**config.mk**
```make
export PLATFORM = sky130hd
export DESIGN_NAME = utf8_to_ucs2_decoder
export DESIGN_NICKNAME = d
export VERILOG_FILES = /design/src/rtl/u8u2_pkg.sv /design/src/rtl/utf8_to_ucs2_decoder.sv /design/src/rtl/u8u2_in_reg.sv /design/src/rtl/u8u2_decode.sv /design/src/rtl/u8u2_out_reg.sv
export SDC_FILE = /design/constraint.sdc
export NUM_CORES = 1
export LEC_CHECK = 0
export ABC_AREA = 1
export CORE_ASPECT_RATIO = 2
export CORE_MARGIN = 2
export CORE_UTILIZATION = 60
export CTS_CLUSTER_DIAMETER = 100
export CTS_CLUSTER_SIZE = 10
export DETAILED_ROUTE_END_ITERATION = 16
export DONT_BUFFER_PORTS = 1
export GPL_TIMING_DRIVEN = 0
export PLACE_DENSITY_LB_ADDON = 0.25
export SYNTH_ARGS = -nofsm -noshare
export SYNTH_HDL_FRONTEND = slang
export SYNTH_SLANG_ARGS = --single-unit
```
**constraint.sdc**
```tcl
create_clock -name clk_i -period 1.7 [get_ports clk_i]
set_input_delay 0.085 -clock clk_i [delete_from_list [all_inputs] [get_ports clk_i]]
set_output_delay 0.085 -clock clk_i [all_outputs]
set_load 0.01 [all_outputs]
```
**src/rtl/u8u2_pkg.sv**
```systemverilog
// Shared types and constants for the UTF-8 to UCS-2 decoder.
package u8u2_pkg;

  localparam int unsigned ByteW = 8;
  localparam int unsigned UnitW = 16;
  localparam int unsigned RemW  = 2;

  localparam logic [ByteW-1:0] Lead3Mask = 8'hE0;
  localparam logic [ByteW-1:0] Lead2Mask = 8'hC0;
  localparam logic [ByteW-1:0] Lead3Bits = 8'h0F;
  localparam logic [ByteW-1:0] Lead2Bits = 8'h1F;
  localparam logic [ByteW-1:0] ContBits  = 8'h3F;

  // Continuation bytes still expected in the current sequence.
  localparam logic [RemW-1:0] RemNone = 2'd0;
  localparam logic [RemW-1:0] RemOne  = 2'd1;
  localparam logic [RemW-1:0] RemTwo  = 2'd2;

  typedef struct packed {
    logic [UnitW-1:0] code_unit;
    logic             is_terminator;
  } res_t;

endpackage

```
**src/rtl/utf8_to_ucs2_decoder.sv**
```systemverilog
// Top level of the UTF-8 to UCS-2 decoder.
// Takes one UTF-8 byte per item and gives one 16-bit UCS-2 code unit for each
// single-byte character, each completed two- or three-byte sequence (four-byte
// leads decode as three-byte ones), and a unit of zero flagged as terminator
// for a zero lead byte; continuation bytes are not checked. A byte passes an
// input register, combinational decode logic and a result register, where its
// unit waits until the consumer takes it; one byte can be accepted every cycle
// while the input does not stall.
// The input stalls only while the result register holds a unit that the
// consumer has not taken and the waiting byte would produce another one.
module utf8_to_ucs2_decoder (
  input  logic                       clk_i,
  input  logic                       rst_ni,
  input  logic                       in_valid_i,
  output logic                       in_stall_o,
  input  logic [u8u2_pkg::ByteW-1:0] in_byte_i,
  output logic                       out_valid_o,
  input  logic                       out_stall_i,
  output logic [u8u2_pkg::UnitW-1:0] code_unit_o,
  output logic                       is_terminator_o
);
  import u8u2_pkg::*;

  logic             byte_vld;
  logic [ByteW-1:0] byte_q;
  logic             produce;
  logic             out_free;
  logic             go;
  res_t             res;

  // Bytes that give no unit move on even while the result register is full.
  assign go = byte_vld && (out_free || !produce);

  u8u2_in_reg u_in_reg (
    .clk_i      (clk_i),
    .rst_ni     (rst_ni),
    .in_valid_i (in_valid_i),
    .in_byte_i  (in_byte_i),
    .take_i     (go),
    .vld_o      (byte_vld),
    .byte_o     (byte_q),
    .in_stall_o (in_stall_o)
  );

  u8u2_decode u_decode (
    .clk_i     (clk_i),
    .rst_ni    (rst_ni),
    .byte_i    (byte_q),
    .go_i      (go),
    .produce_o (produce),
    .res_o     (res)
  );

  u8u2_out_reg u_out_reg (
    .clk_i           (clk_i),
    .rst_ni          (rst_ni),
    .load_i          (go && produce),
    .res_i           (res),
    .out_stall_i     (out_stall_i),
    .free_o          (out_free),
    .out_valid_o     (out_valid_o),
    .code_unit_o     (code_unit_o),
    .is_terminator_o (is_terminator_o)
  );

endmodule

```
**src/rtl/u8u2_in_reg.sv**
```systemverilog
// Input register stage that holds one byte until the decoder takes it.
module u8u2_in_reg (
  input  logic                     clk_i,
  input  logic                     rst_ni,
  input  logic                     in_valid_i,
  input  logic [u8u2_pkg::ByteW-1:0] in_byte_i,
  input  logic                     take_i,
  output logic                     vld_o,
  output logic [u8u2_pkg::ByteW-1:0] byte_o,
  output logic                     in_stall_o
);
  import u8u2_pkg::*;

  logic             vld_q, vld_d;
  logic [ByteW-1:0] byte_q;
  logic             accept;

  // The stage is free when it is empty or its item leaves this cycle.
  assign in_stall_o = vld_q && !take_i;
  assign accept     = in_valid_i && !in_stall_o;

  always_comb begin
    vld_d = vld_q;
    if (accept) begin
      vld_d = 1'b1;
    end else if (take_i) begin
      vld_d = 1'b0;
    end
  end

  always_ff @(posedge clk_i or negedge rst_ni) begin
    if (!rst_ni) begin
      vld_q <= 1'b0;
    end else begin
      vld_q <= vld_d;
    end
  end

  always_ff @(posedge clk_i) begin
    if (accept) begin
      byte_q <= in_byte_i;
    end
  end

  assign vld_o  = vld_q;
  assign byte_o = byte_q;

endmodule

```
**src/rtl/u8u2_decode.sv**
```systemverilog
// Sequence state and the per-byte decode logic.
module u8u2_decode (
  input  logic                       clk_i,
  input  logic                       rst_ni,
  input  logic [u8u2_pkg::ByteW-1:0] byte_i,
  input  logic                       go_i,
  output logic                       produce_o,
  output u8u2_pkg::res_t             res_o
);
  import u8u2_pkg::*;

  logic [RemW-1:0]  rem_q, rem_d;
  logic [UnitW-1:0] partial_q, partial_d;
  logic [UnitW-1:0] cont6;

  assign cont6 = {{(UnitW-ByteW){1'b0}}, byte_i & ContBits};

  always_comb begin
    rem_d                 = rem_q;
    partial_d             = partial_q;
    produce_o             = 1'b0;
    res_o.code_unit       = '0;
    res_o.is_terminator   = 1'b0;
    priority if (rem_q[1]) begin
      partial_d = partial_q | (cont6 << 6);
      rem_d     = RemOne;
    end else if (rem_q == RemOne) begin
      produce_o       = 1'b1;
      res_o.code_unit = partial_q | cont6;
      rem_d           = RemNone;
      partial_d       = '0;
    end else if (byte_i == '0) begin
      produce_o           = 1'b1;
      res_o.is_terminator = 1'b1;
    end else if ((byte_i & Lead3Mask) == Lead3Mask) begin
      partial_d = {{(UnitW-ByteW){1'b0}}, byte_i & Lead3Bits} << 12;
      rem_d     = RemTwo;
    end else if ((byte_i & Lead2Mask) == Lead2Mask) begin
      partial_d = {{(UnitW-ByteW){1'b0}}, byte_i & Lead2Bits} << 6;
      rem_d     = RemOne;
    end else begin
      produce_o       = 1'b1;
      res_o.code_unit = {{(UnitW-ByteW){1'b0}}, byte_i};
    end
  end

  always_ff @(posedge clk_i or negedge rst_ni) begin
    if (!rst_ni) begin
      rem_q     <= RemNone;
      partial_q <= '0;
    end else if (go_i) begin
      rem_q     <= rem_d;
      partial_q <= partial_d;
    end
  end

endmodule

```
**src/rtl/u8u2_out_reg.sv**
```systemverilog
// Result register that holds a code unit until the consumer takes it.
module u8u2_out_reg (
  input  logic                       clk_i,
  input  logic                       rst_ni,
  input  logic                       load_i,
  input  u8u2_pkg::res_t             res_i,
  input  logic                       out_stall_i,
  output logic                       free_o,
  output logic                       out_valid_o,
  output logic [u8u2_pkg::UnitW-1:0] code_unit_o,
  output logic                       is_terminator_o
);
  import u8u2_pkg::*;

  logic vld_q, vld_d;
  res_t res_q;

  assign free_o = !vld_q || !out_stall_i;

  always_comb begin
    vld_d = vld_q;
    if (load_i) begin
      vld_d = 1'b1;
    end else if (!out_stall_i) begin
      vld_d = 1'b0;
    end
  end

  always_ff @(posedge clk_i or negedge rst_ni) begin
    if (!rst_ni) begin
      vld_q <= 1'b0;
    end else begin
      vld_q <= vld_d;
    end
  end

  always_ff @(posedge clk_i) begin
    if (load_i) begin
      res_q <= res_i;
    end
  end

  assign out_valid_o     = vld_q;
  assign code_unit_o     = res_q.code_unit;
  assign is_terminator_o = res_q.is_terminator;

endmodule

```
==> metrics.txt <==
# TYPE chip_impl_metric gauge
chip_impl_info{name="run_status",value="finished, final reports clean"} 1
chip_impl_metric{name="number_of_max_slew_violations_in_the_final_report",unit=""} 0
chip_impl_metric{name="port_buffer_count",unit=""} 0
chip_impl_metric{name="syn-num-nets",unit=""} 157
chip_impl_metric{name="synth_sequential_area_ratio",unit="%"} 67.7
chip_impl_metric{name="place_hpwl",unit="um"} 1980
chip_impl_metric{name="routed_wire_length_per_instance",unit="um"} 15.0
chip_impl_metric{name="ys.warnings.count",unit=""} 0
chip_impl_metric{name="power.leakage",unit="uW"} 0.000835
chip_impl_metric{name="drv.max_cap_violation_count",unit=""} 0
chip_impl_metric{name="pin_count",unit=""} 31
chip_impl_metric{name="area.growth.synth_to_final",unit="%"} 17.6
chip_impl_metric{name="timing.final.setup_violations",unit=""} 0
chip_impl_metric{name="drt_wl_total",unit="um"} 2900
chip_impl_metric{name="cellPowerDensity",unit="nW/um^2"} 1560
chip_impl_metric{name="synth_seq_cells",unit=""} 39
chip_impl_metric{name="postSynthAreaPerCell",unit="um^2"} 11.2
chip_impl_metric{name="floorplan.die.width",unit="um"} 40.8
chip_impl_info{name="cts_root_buf",value="sky130_fd_sc_hd__clkbuf_8"} 1
chip_impl_metric{name="worst_slew_pin_slew",unit="ns"} 0.680
chip_impl_info{name="grt_setup_unrepaired",value="no"} 1
chip_impl_metric{name="sequential_cell_area",unit="um^2"} 1100
chip_impl_metric{name="grt_pass1_vias",unit=""} 1066
chip_impl_metric{name="max-clock-path-buffers",unit=""} 2
chip_impl_info{name="setup_crit_end_kind",value="flip-flop"} 1
chip_impl_metric{name="cts_buffers",unit=""} 5
chip_impl_metric{name="grt_antenna_before_repair",unit=""} 0
chip_impl_info{name="synth-main-ff-cell",value="sky130_fd_sc_hd__edfxtp_1"} 1
chip_impl_metric{name="diodes",unit=""} 0
chip_impl_metric{name="syn-instance-count",unit=""} 145
chip_impl_metric{name="die_area",unit="um^2"} 3170
chip_impl_metric{name="post_synthesis_instance_area",unit="um^2"} 1630
chip_impl_metric{name="overflow",unit=""} 0
chip_impl_metric{name="report.final.hold_viol_count",unit=""} 0
chip_impl_metric{name="ant_nets",unit=""} 0
chip_impl_info{name="hold_class",value="in2async"} 1
chip_impl_metric{name="cts.clk_slew.worst_paths",unit="ns"} 0.08
chip_impl_metric{name="grtUsageTotal",unit="%"} 24.1
chip_impl_metric{name="clk-insertion-delay-late",unit="ns"} 0.29
chip_impl_metric{name="cts.htree.levels",unit=""} 2
chip_impl_metric{name="cell_internal_power_dissipation",unit="uW"} 2010
chip_impl_metric{name="drive_above_1_share",unit="%"} 16.4
chip_impl_metric{name="async_reset_ff_share",unit="%"} 35.9
chip_impl_metric{name="rows",unit=""} 26
chip_impl_metric{name="routabilityCongestion",unit=""} 0.912
chip_impl_metric{name="fmaxAchievable",unit="MHz"} 619
chip_impl_metric{name="via_count",unit=""} 1040
chip_impl_metric{name="synth_cell_types",unit=""} 23
chip_impl_metric{name="critPathArrivalTime",unit="ns"} 1.58
chip_impl_metric{name="clock_power_share",unit="%"} 26.2
chip_impl_metric{name="holdWs",unit="ns"} 0.268
chip_impl_metric{name="worstPathMaxFanout",unit=""} 8
chip_impl_metric{name="fillCellCount",unit=""} 157
chip_impl_metric{name="synth_enable_flop_cells",unit=""} 25
chip_impl_metric{name="dr.pass1.iters",unit=""} 4
chip_impl_metric{name="max_slew_margin",unit="%"} 54.5
chip_impl_metric{name="grt_start_max_net_pins",unit=""} 18
chip_impl_metric{name="start_util",unit="%"} 63.2
chip_impl_metric{name="multiInputGateArea",unit="um^2"} 419
chip_impl_metric{name="detail_route.iter0.violations",unit=""} 47
chip_impl_info{name="start_kind",value="flip-flop"} 1
chip_impl_metric{name="route.detailed.drc",unit=""} 0
chip_impl_metric{name="power.switching",unit="uW"} 975
chip_impl_metric{name="cts.sinks",unit=""} 39
chip_impl_metric{name="ir_drop_worst_case_vdd",unit="mV"} 1.12
chip_impl_metric{name="nets",unit=""} 176
chip_impl_info{name="clock_tree_from_tritoncts",value="built"} 1
chip_impl_info{name="criticalPathCategory",value="reg2reg"} 1
chip_impl_metric{name="worst_slack",unit="ns"} 0.0844
chip_impl_metric{name="fin_tns_setup",unit="ns"} 0
chip_impl_metric{name="finalClockSkew",unit="ns"} 0.0117
chip_impl_metric{name="timing.critical_path.required",unit="ns"} 1.66
chip_impl_metric{name="postLayoutCoreUtil",unit="%"} 74.4
chip_impl_metric{name="r2r.worst_path.cells",unit=""} 7
chip_impl_metric{name="grt_first_pass_wirelength",unit="um"} 4890
chip_impl_metric{name="placeableCoreArea",unit="um^2"} 2570
chip_impl_metric{name="vias_per_cell",unit=""} 5.39
chip_impl_metric{name="pre_cts_ws",unit="ns"} -0.105
chip_impl_metric{name="combPwrFrac",unit="%"} 24.1
chip_impl_metric{name="final.min_clock_period",unit="ns"} 1.62
chip_impl_metric{name="final.period_utilization",unit="%"} 95.0
chip_impl_metric{name="power.share.switching",unit="%"} 32.7
chip_impl_metric{name="chipHeight",unit="um"} 77.6
chip_impl_metric{name="power_frac_seq",unit="%"} 49.7
[synthesized netlist by cell type, types with 2 or more instances]
| library cell | number | area, um^2 |
|---|---|---|
| sky130_fd_sc_hd__nand2_1 | 32 | 120 |
| sky130_fd_sc_hd__edfxtp_1 | 25 | 751 |
| sky130_fd_sc_hd__inv_1 | 20 | 75.1 |
| sky130_fd_sc_hd__nor2_1 | 20 | 75.1 |
| sky130_fd_sc_hd__dfrtp_1 | 14 | 350 |
| sky130_fd_sc_hd__nand3_1 | 8 | 40.0 |
| sky130_fd_sc_hd__inv_2 | 5 | 18.8 |
| sky130_fd_sc_hd__nand2_2 | 2 | 12.5 |
| sky130_fd_sc_hd__nand3_2 | 2 | 20.0 |
| sky130_fd_sc_hd__nand4_1 | 2 | 12.5 |
| sky130_fd_sc_hd__o21ai_0 | 2 | 10.0 |
| sky130_fd_sc_hd__o21ai_1 | 2 | 10.0 |
[flip-flops by register name, indices dropped and copies added (netlist names)]
signal                     cells
u_out_reg.code_unit_o         16
u_decode.partial_q            10
u_in_reg.byte_o                8
u_decode.rem_q                 2
u_in_reg.vld_o                 1
u_out_reg.is_terminator_o      1
u_out_reg.out_valid_o          1
[what timing repair did]
item,in CTS,in global routing
resized for setup,1,0
setup buffers,1,0
hold endpoints to repair,24,0
hold buffers,11,0
setup endpoints to repair,17,0
[layout make-up]
class                      count  share of cell area [%]
inverter                      25                    5.10
sequential                    39                    57.6
timing repair buffer          12                    6.81
clock buffer                   6                    4.32
tap                           28                    1.83
clock inverter                 2                    1.83
multi-input combinational     80                    21.9
buffer                         1                   0.589
[through the flow]
| step | cell area (um^2) | instances | total power [uW] |
|---|---|---|---|
| global placement | 1660 | 173 | 2100 |
| global route | 1910 | 193 | 3170 |
| detailed placement | 1660 | 173 | 2150 |
| floorplan | 1630 | 145 | 1990 |
| CTS | 1910 | 193 | 3000 |
| finish | 1910 | 193 | 2980 |
[final timing paths]
check | end | slack (ns) | startpoint
setup / recovery | u_in_reg.byte_o[3]$_DFFE_PP_ | 0.08 | u_decode.rem_q[0]$_DFFE_PN0P_
hold / removal | u_decode.partial_q[11]$_DFFE_PN0P_ | 0.27 | rst_ni
setup reg to reg | u_in_reg.byte_o[3]$_DFFE_PP_ | 0.08 | u_decode.rem_q[0]$_DFFE_PN0P_
hold reg to reg | u_decode.partial_q[10]$_DFFE_PN0P_ | 0.48 | u_decode.partial_q[10]$_DFFE_PN0P_
max in group asynchronous | u_decode.partial_q[10]$_DFFE_PN0P_ | 0.98 | rst_ni
min in group clk_i | u_in_reg.byte_o[6]$_DFFE_PP_ | 0.42 | in_byte_i[6]
[critical path: stages, from the launching register on]
cell and delay, ns:
sky130_fd_sc_hd__dfrtp_1 0.42, sky130_fd_sc_hd__inv_2 0.11, sky130_fd_sc_hd__nand3_2 0.11, sky130_fd_sc_hd__nand2_2 0.18
sky130_fd_sc_hd__inv_2 0.07, sky130_fd_sc_hd__nand3_1 0.11, sky130_fd_sc_hd__nand2_1 0.08, sky130_fd_sc_hd__inv_1 0.22
[metal layers]
metal  GRT usage (%)  vias up  share of wire (%)
met5               0        -                  0
li1                -      504                  -
met4            17.3        0                4.9
met2            36.6       53                 55
met1            26.2      473                 35
met3            7.43       10                4.7
[cell usage in the layout, fill, tap and decap left out, types with 2 or more instances in the layout]
master,n
sky130_fd_sc_hd__clkbuf_8,6
sky130_fd_sc_hd__dfrtp_1,14
sky130_fd_sc_hd__dlygate4sd3_1,11
sky130_fd_sc_hd__edfxtp_1,25
sky130_fd_sc_hd__inv_1,19
sky130_fd_sc_hd__inv_2,5
sky130_fd_sc_hd__nand2_1,32
sky130_fd_sc_hd__nand2_2,2
sky130_fd_sc_hd__nand3_1,8
sky130_fd_sc_hd__nand3_2,2
sky130_fd_sc_hd__nand4_1,2
sky130_fd_sc_hd__nor2_1,20
sky130_fd_sc_hd__o21ai_0,2
sky130_fd_sc_hd__o21ai_1,2
[power by group through the flow]
| stage | logic, uW | registers [uW] | clock network [uW] |
|---|---|---|---|
| 2_1_floorplan | 518 | 1470 | 0 |
| 3_3_place_gp | 608 | 1490 | 0 |
| 3_5_place_dp | 642 | 1500 | 0 |
| 4_1_cts | 719 | 1480 | 795 |
| 5_1_grt | 816 | 1510 | 848 |
| 6_report | 720 | 1480 | 780 |
[logic make-up (layout without fill, tap and decap cells)]
| group | Yosys count | after routing | share of synthesized area, % |
|---|---|---|---|
| and+or+nand+nor | 74 | 74 | 23.6 |
| AOI/OAI and AO/OA | 6 | 6 | 2.16 |
| buffers and inverters | 26 | 46 | 6.47 |
| DFF | 39 | 39 | 67.7 |
Note: power is estimated with default switching activity, not from simulation.
